`src/hdl/bmsbi_pkg.sv`:
```
package bmsbi_pkg;

    // frame geometry
    localparam int MAX_FRAME_BYTES = 64;
    localparam int MIN_FRAME_LEN   = 29;
    localparam int INDEX_W         = 8;

    // header codes
    localparam logic [7:0] START_BYTE   = 8'hDD;
    localparam logic [7:0] CMD_BASIC    = 8'h03;
    localparam logic [7:0] STATUS_OK    = 8'h00;
    localparam logic [7:0] MIN_LEN_BYTE = 8'h19;

    // percent divider: dividend is residual * 100, at most 23 bits
    localparam int DIVIDEND_W = 23;
    localparam int DIV_CNT_W  = $clog2(DIVIDEND_W);
    localparam logic [6:0] PCT_SCALE = 7'd100;

    localparam logic [16:0] TEMP_OFFSET = 17'd2731;

    // controller to datapath
    typedef struct packed {
        logic byte_accept;
        logic div_load;
        logic div_step;
        logic result_load;
    } ctrl_cmd_t;

    // datapath to controller
    typedef struct packed {
        logic div_last;
    } dp_status_t;

    // one parsed result
    typedef struct packed {
        logic               discharge_fet_on;
        logic               charge_fet_on;
        logic signed [16:0] temperature;
        logic        [15:0] balance_bits;
        logic signed [8:0]  charge_pct;
        logic        [15:0] cap_full;
        logic        [15:0] cap_remaining;
        logic        [15:0] current_magnitude;
        logic signed [1:0]  current_direction;
        logic        [15:0] batt_voltage;
    } result_t;

endpackage

```
`src/hdl/bmsbi_datapath.sv`:
```
module bmsbi_datapath
(
    input  logic                 clk,
    input  logic                 rst_n,
    input  bmsbi_pkg::ctrl_cmd_t cmd,
    output bmsbi_pkg::dp_status_t status,
    input  logic [7:0]           rx_byte,
    input  logic                 frame_end,
    output logic                 frame_valid,
    output bmsbi_pkg::result_t   result
);
    import bmsbi_pkg::*;

    // byte offsets within the frame
    localparam logic [INDEX_W-1:0] POS_START   = 8'd0;
    localparam logic [INDEX_W-1:0] POS_CMD     = 8'd1;
    localparam logic [INDEX_W-1:0] POS_STATUS  = 8'd2;
    localparam logic [INDEX_W-1:0] POS_LEN     = 8'd3;
    localparam logic [INDEX_W-1:0] POS_VOLT_HI = 8'd4;
    localparam logic [INDEX_W-1:0] POS_VOLT_LO = 8'd5;
    localparam logic [INDEX_W-1:0] POS_CUR_HI  = 8'd6;
    localparam logic [INDEX_W-1:0] POS_CUR_LO  = 8'd7;
    localparam logic [INDEX_W-1:0] POS_RES_HI  = 8'd8;
    localparam logic [INDEX_W-1:0] POS_RES_LO  = 8'd9;
    localparam logic [INDEX_W-1:0] POS_NOM_HI  = 8'd10;
    localparam logic [INDEX_W-1:0] POS_NOM_LO  = 8'd11;
    localparam logic [INDEX_W-1:0] POS_BAL_HI  = 8'd16;
    localparam logic [INDEX_W-1:0] POS_BAL_LO  = 8'd17;
    localparam logic [INDEX_W-1:0] POS_FET     = 8'd24;
    localparam logic [INDEX_W-1:0] POS_TEMP_HI = 8'd27;
    localparam logic [INDEX_W-1:0] POS_TEMP_LO = 8'd28;

    logic [INDEX_W-1:0] byte_index_reg, byte_index_next;
    logic               header_good_reg, header_good_next;
    logic               valid_reg;
    logic [15:0]        voltage_word_reg, current_word_reg, residual_word_reg;
    logic [15:0]        nominal_word_reg, balance_word_reg, temp_word_reg;
    logic [7:0]         fet_byte_reg;
    logic               in_range;

    logic [DIVIDEND_W-1:0] dividend_reg, quotient_reg;
    logic [15:0]           rem_reg;
    logic [DIV_CNT_W-1:0]  div_cnt_reg;
    logic [16:0]           rem_shift;
    logic                  rem_fits;

    result_t result_reg, result_next;
    logic    frame_valid_reg;

    assign in_range = byte_index_reg < INDEX_W'(MAX_FRAME_BYTES);

    always_comb
    begin
        header_good_next = header_good_reg;
        byte_index_next  = byte_index_reg;
        if (in_range)
        begin
            byte_index_next = byte_index_reg + 1'b1;
            unique case (byte_index_reg)
                POS_START:  if (rx_byte != START_BYTE)  header_good_next = 1'b0;
                POS_CMD:    if (rx_byte != CMD_BASIC)   header_good_next = 1'b0;
                POS_STATUS: if (rx_byte != STATUS_OK)   header_good_next = 1'b0;
                POS_LEN:    if (rx_byte < MIN_LEN_BYTE) header_good_next = 1'b0;
                default:    ;
            endcase
        end
    end

    // frame counting and header check
    always_ff @(posedge clk or negedge rst_n)
    begin
        if (!rst_n)
        begin
            byte_index_reg  <= '0;
            header_good_reg <= 1'b1;
            valid_reg       <= 1'b0;
        end
        else if (cmd.byte_accept)
        begin
            if (frame_end)
            begin
                valid_reg       <= header_good_next &&
                                   (byte_index_next >= INDEX_W'(MIN_FRAME_LEN));
                byte_index_reg  <= '0;
                header_good_reg <= 1'b1;
            end
            else
            begin
                byte_index_reg  <= byte_index_next;
                header_good_reg <= header_good_next;
            end
        end
    end

    // big-endian field capture
    always_ff @(posedge clk)
    begin
        if (cmd.byte_accept && in_range)
        begin
            unique case (byte_index_reg)
                POS_VOLT_HI: voltage_word_reg[15:8]  <= rx_byte;
                POS_VOLT_LO: voltage_word_reg[7:0]   <= rx_byte;
                POS_CUR_HI:  current_word_reg[15:8]  <= rx_byte;
                POS_CUR_LO:  current_word_reg[7:0]   <= rx_byte;
                POS_RES_HI:  residual_word_reg[15:8] <= rx_byte;
                POS_RES_LO:  residual_word_reg[7:0]  <= rx_byte;
                POS_NOM_HI:  nominal_word_reg[15:8]  <= rx_byte;
                POS_NOM_LO:  nominal_word_reg[7:0]   <= rx_byte;
                POS_BAL_HI:  balance_word_reg[15:8]  <= rx_byte;
                POS_BAL_LO:  balance_word_reg[7:0]   <= rx_byte;
                POS_FET:     fet_byte_reg            <= rx_byte;
                POS_TEMP_HI: temp_word_reg[15:8]     <= rx_byte;
                POS_TEMP_LO: temp_word_reg[7:0]      <= rx_byte;
                default:     ;
            endcase
        end
    end

    // restoring divider, one quotient bit a cycle
    assign rem_shift = {rem_reg, dividend_reg[DIVIDEND_W-1]};
    assign rem_fits  = rem_shift >= {1'b0, nominal_word_reg};
    assign status.div_last = div_cnt_reg == DIV_CNT_W'(DIVIDEND_W - 1);

    always_ff @(posedge clk or negedge rst_n)
    begin
        if (!rst_n)
            div_cnt_reg <= '0;
        else if (cmd.div_load)
            div_cnt_reg <= '0;
        else if (cmd.div_step)
            div_cnt_reg <= div_cnt_reg + 1'b1;
    end

    always_ff @(posedge clk)
    begin
        if (cmd.div_load)
        begin
            dividend_reg <= DIVIDEND_W'(residual_word_reg) * DIVIDEND_W'(PCT_SCALE);
            quotient_reg <= '0;
            rem_reg      <= '0;
        end
        else if (cmd.div_step)
        begin
            dividend_reg <= {dividend_reg[DIVIDEND_W-2:0], 1'b0};
            quotient_reg <= {quotient_reg[DIVIDEND_W-2:0], rem_fits};
            rem_reg      <= rem_fits ? 16'(rem_shift - {1'b0, nominal_word_reg})
                                     : rem_shift[15:0];
        end
    end

    // result formatting, all zero for an invalid frame
    always_comb
    begin
        result_next = '0;
        if (valid_reg)
        begin
            result_next.batt_voltage = voltage_word_reg;
            if (current_word_reg == 16'd0)
            begin
                result_next.current_direction = 2'sd0;
                result_next.current_magnitude = 16'd0;
            end
            else if (current_word_reg[15])
            begin
                result_next.current_direction = -2'sd1;
                result_next.current_magnitude = ~current_word_reg + 16'd1;
            end
            else
            begin
                result_next.current_direction = 2'sd1;
                result_next.current_magnitude = current_word_reg;
            end
            result_next.cap_remaining = residual_word_reg;
            result_next.cap_full      = nominal_word_reg;
            if (nominal_word_reg == 16'd0)
                result_next.charge_pct = -9'sd1;
            else if (quotient_reg > DIVIDEND_W'(255))
                result_next.charge_pct = 9'sd255;
            else
                result_next.charge_pct = $signed({1'b0, quotient_reg[7:0]});
            result_next.balance_bits     = balance_word_reg;
            result_next.temperature      = $signed({1'b0, temp_word_reg} - TEMP_OFFSET);
            result_next.charge_fet_on    = fet_byte_reg[0];
            result_next.discharge_fet_on = fet_byte_reg[1];
        end
    end

    always_ff @(posedge clk)
    begin
        if (cmd.result_load)
        begin
            result_reg      <= result_next;
            frame_valid_reg <= valid_reg;
        end
    end

    assign result      = result_reg;
    assign frame_valid = frame_valid_reg;

endmodule

```
`src/hdl/bmsbi_ctrl.sv`:
```
module bmsbi_ctrl
(
    input  logic                  clk,
    input  logic                  rst_n,
    input  logic                  in_valid,
    input  logic                  in_last,
    output logic                  in_ready,
    output logic                  out_valid,
    input  logic                  out_ready,
    output bmsbi_pkg::ctrl_cmd_t  cmd,
    input  bmsbi_pkg::dp_status_t status
);
    import bmsbi_pkg::*;

    typedef enum logic [2:0] {
        ST_RECEIVE,
        ST_LOAD,
        ST_DIVIDE,
        ST_FORMAT,
        ST_RESULT
    } state_t;

    state_t state_reg, state_next;
    logic   in_ready_reg, in_ready_next;
    logic   out_valid_reg, out_valid_next;

    always_comb
    begin
        state_next       = state_reg;
        in_ready_next    = in_ready_reg;
        out_valid_next   = out_valid_reg;
        cmd              = '0;
        cmd.byte_accept  = in_ready_reg && in_valid;
        unique case (state_reg)
            ST_RECEIVE:
            begin
                if (in_valid && in_last)
                begin
                    state_next    = ST_LOAD;
                    in_ready_next = 1'b0;
                end
            end
            ST_LOAD:
            begin
                cmd.div_load = 1'b1;
                state_next   = ST_DIVIDE;
            end
            ST_DIVIDE:
            begin
                cmd.div_step = 1'b1;
                if (status.div_last)
                    state_next = ST_FORMAT;
            end
            ST_FORMAT:
            begin
                cmd.result_load = 1'b1;
                state_next      = ST_RESULT;
                out_valid_next  = 1'b1;
            end
            ST_RESULT:
            begin
                if (out_ready)
                begin
                    state_next     = ST_RECEIVE;
                    out_valid_next = 1'b0;
                    in_ready_next  = 1'b1;
                end
            end
            default:
            begin
                state_next     = ST_RECEIVE;
                out_valid_next = 1'b0;
                in_ready_next  = 1'b1;
            end
        endcase
    end

    always_ff @(posedge clk or negedge rst_n)
    begin
        if (!rst_n)
        begin
            state_reg     <= ST_RECEIVE;
            in_ready_reg  <= 1'b1;
            out_valid_reg <= 1'b0;
        end
        else
        begin
            state_reg     <= state_next;
            in_ready_reg  <= in_ready_next;
            out_valid_reg <= out_valid_next;
        end
    end

    assign in_ready  = in_ready_reg;
    assign out_valid = out_valid_reg;

endmodule

```
`src/hdl/bms_basic_info_frame_parser.sv`:
```
// after the transfer of the last byte, m_tvalid rises once the load, 23 divide steps and
// format have run; the result then holds until it is taken
// throughput: one byte per cycle within a frame; after each frame end s_tready stays low
// through the bit-serial percent divide and until the result is taken
// reset: rst_n is asynchronous, active low; clears byte count and handshake state, sets header flag
module bms_basic_info_frame_parser
(
    input  logic         clk,
    input  logic         rst_n,
    // byte stream in
    input  logic         s_tvalid,
    output logic         s_tready,
    input  logic [7:0]   s_tdata,   // [7:0] rx_byte
    input  logic         s_tlast,   // frame_end
    // parsed result out
    output logic         m_tvalid,
    input  logic         m_tready,
    // [15:0] batt_voltage, [17:16] current_direction, [33:18] current_magnitude,
    // [49:34] cap_remaining, [65:50] cap_full, [74:66] charge_pct,
    // [90:75] balance_bits, [107:91] temperature, [108] charge_fet_on,
    // [109] discharge_fet_on, [111:110] zero
    output logic [111:0] m_tdata,
    output logic [0:0]   m_tuser    // [0] frame_valid
);
    import bmsbi_pkg::*;

    ctrl_cmd_t  cmd;
    dp_status_t status;
    result_t    result;
    logic       frame_valid;

    // sequencing: receive bytes, run the divider, present the result
    bmsbi_ctrl u_ctrl
    (
        .clk       (clk),
        .rst_n     (rst_n),
        .in_valid  (s_tvalid),
        .in_last   (s_tlast),
        .in_ready  (s_tready),
        .out_valid (m_tvalid),
        .out_ready (m_tready),
        .cmd       (cmd),
        .status    (status)
    );

    // byte counting, header check, field capture, percent divide
    bmsbi_datapath u_datapath
    (
        .clk         (clk),
        .rst_n       (rst_n),
        .cmd         (cmd),
        .status      (status),
        .rx_byte     (s_tdata),
        .frame_end   (s_tlast),
        .frame_valid (frame_valid),
        .result      (result)
    );

    // result struct packs lowest field first, pad to whole bytes
    assign m_tdata    = {2'b00, result};
    assign m_tuser[0] = frame_valid;

endmodule
```
`config.mk`:
```
export PLATFORM = sky130hd
export DESIGN_NAME = bms_basic_info_frame_parser
export DESIGN_NICKNAME = d
export VERILOG_FILES = /design/src/hdl/bmsbi_pkg.sv /design/src/hdl/bmsbi_datapath.sv /design/src/hdl/bmsbi_ctrl.sv /design/src/hdl/bms_basic_info_frame_parser.sv
export SDC_FILE = /design/constraint.sdc
export NUM_CORES = 1
export LEC_CHECK = 0
export BUFFER_PORTS_ARGS = -buffer_cell sky130_fd_sc_hd__buf_2
export CAP_MARGIN = 20
export CORE_MARGIN = 2
export CORE_UTILIZATION = 50
export DETAILED_ROUTE_END_ITERATION = 10
export GPL_TIMING_DRIVEN = 1
export HOLD_SLACK_MARGIN = 0.15
export PLACE_DENSITY = 0.73
export SLEW_MARGIN = 30
export SYNTH_ARGS = -nofsm -noshare
export SYNTH_HDL_FRONTEND = slang
export SYNTH_HIERARCHICAL = 1
export SYNTH_SLANG_ARGS = --single-unit
```
`constraint.sdc`:
```
create_clock -name clk -period 3.6 [get_ports clk]
set_input_delay 0.36 -clock clk [delete_from_list [all_inputs] [get_ports clk]]
set_output_delay 0.36 -clock clk [all_outputs]
set_load 0.03 [all_outputs]
```
# After elaboration in Yosys (flattened, before gate mapping)
# Cells that the tools add are included.
[word_totals]
mem_count = 0
inputBits = 13
latch_bits = 0
mem_bits_ro = 0
mem_bits_rw = 0
reg_bits = 289
output_inout_bits = 115
[classes]
magnitude_cmp = 5
shift = 0
mul = 1
div_mod_pow = 0
mux = 29
addsub = 5
n_eq_ne = 26
bitwise_logic = 5
n_reduce_logical = 31
[ops]
columns = ["cell", "n"]
rows = [
  ["$mux W23", 2],
  ["$eq A8 B5 Y1 const B", 5],
  ["$eq A8 B3 Y1 const B", 4],
  ["$eq A8 B4 Y1 const B", 4],
  ["$logic_not A16 Y1", 2],
  ["$reduce_and A2 Y1", 15],
  ["$mux W8", 3],
  ["$gt A23 B8 Y1 const B", 1],
  ["$mul A16 B5 Y21 const B", 1],
  ["$ge A17 B16 Y1", 1],
  ["$mux W17", 1],
  ["$sub A16 B12 Y17 const B", 1],
  ["$add A16 B1 Y16 const B", 1],
  ["$eq A8 B2 Y1 const B", 2],
  ["$mux W16", 1],
  ["$not A16 Y16", 1],
  ["$sub A16 B16 Y16", 1],
  ["$pmux W3 S5", 1],
  ["$mux W1", 12],
  ["$mux W5", 2],
  ["$mux W3", 3],
  ["$mux W9", 1],
  ["$reduce_or A3 Y1", 3],
  ["$add A8 B1 Y8 const B", 1],
  ["23 further kinds", 33],
]

# Depth between registers and ports, before layout
[depth]
word_depth = 5
ltp_mapped = 13
depth_no_buf = 13

# Modules after synthesis
# Netlist, hierarchy kept.
[modules_own_cells]
columns = ["mod", "seq_area_each_um2", "area_each_um2", "cells_each", "instances"]
rows = [
  ["bmsbi_datapath", 8064.0, 13535.5, 1089, 1],
  ["bmsbi_ctrl", 126.4, 279.0, 26, 1],
  ["bms_basic_info_frame_parser", 0.0, 18.8, 3, 1],
]

# Worst setup path before layout
# No wires, ideal clock.
[synth_timing]
path_kind = "register to register"
startpoint = "register u_datapath.residual_word_reg[6]"
endpoint = "register u_datapath.dividend_reg[21] (data pin)"
period_less_slack_ns = 3.492
setup_time_ns = 0.260
setup_slack_ns = 0.108
t_required_ns = 3.340
arrival_time_ns = 3.233
path_stages_with_launch = 13
path_buffers = 0
cell_sequence = "edfxtp_1 > ha_1 > ha_1 > inv_1 > fa_1 > inv_1 > ha_1 > or4_1 > o22ai_2 > o21ai_1 > a311oi_2 > xnor2_1 > mux2_2"
[synth_via]
elab_chain_cells = 2
[synth_lines]
columns = ["element", "line_no", "rtl"]
rows = [
  ["start, declared", "bmsbi_datapath.sv:36", "logic [15:0] voltage_word_reg, current_word_reg, residual_word_reg;"],
  ["start signal, assigned", "bmsbi_datapath.sv:106", "POS_RES_LO: residual_word_reg[7:0] <= rx_byte;"],
  ["$mul A16 B5 Y21", "bmsbi_datapath.sv:138", "dividend_reg <= DIVIDEND_W'(residual_word_reg) * DIVIDEND_W'(PCT_SCALE);"],
  ["$mux W23", "bmsbi_datapath.sv:136", "if (cmd.div_load)"],
  ["end signal, assigned", "bmsbi_datapath.sv:138", ""],
  ["end signal, assigned", "bmsbi_datapath.sv:144", "dividend_reg <= {dividend_reg[DIVIDEND_W-2:0], 1'b0};"],
  ["end, declared", "bmsbi_datapath.sv:41", "logic [DIVIDEND_W-1:0] dividend_reg, quotient_reg;"],
]
# No other way between the ends.
# A chain may end at the register's enable or synchronous reset.

# Worst setup path in the final report
[layout_timing]
startpoint = "register u_datapath.residual_word_reg[5]"
endpoint = "register u_datapath.dividend_reg[21] (data pin)"
# Same word-level chain as after synthesis.

==> results.txt <==
share of layout cells above drive strength 1 - 0.190
IO Count - 128
global route overflow - 0
largest net degree at the start of global routing - 79
Leakage - 6.72 nW
worst hold start - s_tlast
RSZ-0062 raised after global routing - true
worst clock skew - 19.5 ps
initial antenna violation count - 0
Clock Root Buffer - clkbuf_16
Max stage delay cell, worst path - or4_4
CP Max Fanout - 3
Via density - 5.40
clock buffer depth - 3
first-pass iteration count of the detailed router - 5
WP data required - 3880 ps
slowest stage delay, CP - 520 ps
DRC viols - 0
detailed-placement wirelength estimate - 18300 um
Final Hold Viols - 0
diode count - 0
DRT Wirelength - 27700 um
final core utilization - 0.592
Seq/Total Area, Yosys - 0.592
Reg2Reg Depth - 12
status - finished, final reports clean
Post-synth EDFFs - 230
share of the synthesized area in the top cell type - 0.499
Die Height - 170 um
synthesized flop and latch total - 289
ys async rst share - 0.0692
fillers - 2147
hold worst-path end - u_datapath/byte_index_reg[0]$_DFFE_PN0P_
crit path launch type - flip-flop
vias - 8799
kind of critical path - reg2reg
Hold Path Class - in2reg
H-tree levels - 1
Layout area overhead - 15.7%
CTS tree - yes
Synthesis Warnings - 6
gp weighted congestion - 0.858
Largest register FFs - 110
row count - 60
Max VDD drop - 518 uV
Tot Pwr - 9.63 mW
R2R Setup Slk - 60 ps
gr usage total - 0.189
Arrival @ worst endpoint - 3820 ps
Setup violations, final - 0
FF-to-FF Start - u_datapath/residual_word_reg[5]$_DFFE_PP_
clock sink total - 289
cell count after synthesis - 1118
synth top area cells - edfxtp_1, ha_1, dfxtp_1, and2_1, dfrtp_1
pwr/cell area - 602 nW/um2
fin crit period - 3540 ps
Routed Antenna Nets - 0
crit path cell chain - ha_1 -> ha_4 -> inv_2 -> fa_1 -> inv_2 -> ha_4 -> or4_4 -> o22ai_4 -> o21ai_2 -> a311oi_2 -> xnor2_1 -> mux2_4
Crit. Startpoint - u_datapath/residual_word_reg[5]$_DFFE_PP_
core area - 27000 um2
FF-to-FF End - u_datapath/dividend_reg[21]$_DFFE_PP_
drt wl/cell - 17.0 um
Reg clk slew, reported paths - 70 ps
die footprint - 29000 um2
Worst slew margin - 0.462
Multi-input gate area - 5280 um2
initial drt markers - 644
Synth top cells by count - edfxtp_1, and2_1, nor2_1
crit share post-route - 0.982
post-synth top area cell - edfxtp_1
Syn Area/Cell - 12.4 um2
Hold Path Depth - 2
distinct cell type count after synthesis - 78
Initial Util - 0.512
final std cells w/o fill - 1629
Max Clk Rate - 283 MHz
worst skew pair latency - 550 ps
first-pass GRT wire length - 43700 um
number of global-route vias before repair - 8436
netlist area before placement - 13800 um2
DIE WIDTH - 170 um
most frequent cell after synthesis - edfxtp_1
Post-synth top flop - edfxtp_1
CP endpoint kind - flip-flop
max-slew violations - 0
Slew @ Worst Pin - 806 ps
maxcap violations - 0
Port Buffers - 125
register area - 8190 um2
CTS Buf Count - 29
Nets - 1367
placed cells - 1562
routing by layer:
metal  global-route usage  wire [um]  up-vias
li1                     -          -     4296
met1                0.262      12500     4238
met2                0.317      13300      232
met3               0.0260       1450       33
met4               0.0431        407        0
met5                    0          0        -
metrics by stage:
stage	worst slack [ps]	hold WS [ps]	area [um2]	TNS, ps
6_report	65.0	193	16000	0
5_1_grt	-59.5	181	16000	-99.8
4_1_cts	6.39	168	15800	0
3_5_place_dp	-94.2	368	14900	-137
3_3_place_gp	23.1	353	14900	0
2_1_floorplan	108	64.4	13800	0
cell type report:
cell class | instances | area share
clock buffer | 47 | 0.0515
inverter | 82 | 0.0192
clock inverter | 7 | 0.00696
timing repair buffer | 153 | 0.0537
multi-input combinational | 710 | 0.330
sequential | 289 | 0.512
tap | 341 | 0.0267
worst max-delay path: cells and delay by family, from the launching register on:
kind,cells,cell delay [ps]
AND/OR/NAND/NOR,1,520
XOR/XNOR,1,120
buffers and inverters,2,80
multiplexers,1,270
flip-flops,1,430
adder cells (fa/ha/maj),4,1290
AO/OA/AOI/OAI,3,560
cells by family after synthesis:
kind of cell,synth area share
AND/OR/NAND/NOR,0.135
flip-flops,0.592
AO/OA/AOI/OAI,0.0810
buffers and inverters,0.0351
adder cells (fa/ha/maj),0.0870
XOR/XNOR,0.0323
multiplexers,0.0376
other,0.000271
layout by cell type (no fill, tap or decap), types with 22 or more instances in the layout:
cell,instances
nor2_1,88
xnor2_1,29
o21ai_0,31
and2_1,96
edfxtp_1,230
ha_1,70
nand2_1,65
mux2i_1,34
buf_2,125
a21oi_1,31
dfxtp_1,39
inv_1,77
buf_4,23
clkbuf_16,29
xor2_1,22
timing repair:
action,4_1_cts,5_1_grt
hold buffers,3,0
pin swaps,5,19
buffers inserted,2,8
endpoints found under the hold margin,22,0
endpoints found under the setup margin,3,7
resized for setup,4,18
worst max path at each step:
stage                                            endpoint
floorplan           u_datapath/dividend_reg[21]$_DFFE_PP_
global placement    u_datapath/dividend_reg[21]$_DFFE_PP_
detailed placement  u_datapath/dividend_reg[21]$_DFFE_PP_
CTS                 u_datapath/dividend_reg[21]$_DFFE_PP_
global route        u_datapath/dividend_reg[21]$_DFFE_PP_
finish              u_datapath/dividend_reg[21]$_DFFE_PP_
power breakdown:
| part | leakage, nW | switching [mW] | total, mW | internal (mW) |
|---|---|---|---|---|
| clock | 0.454 | 1.20 | 2.97 | 1.77 |
| combinational | 3.42 | 1.35 | 2.27 | 0.914 |
| sequential | 2.85 | 0.271 | 4.39 | 4.12 |
Note: power is estimated with default switching activity, not from simulation.
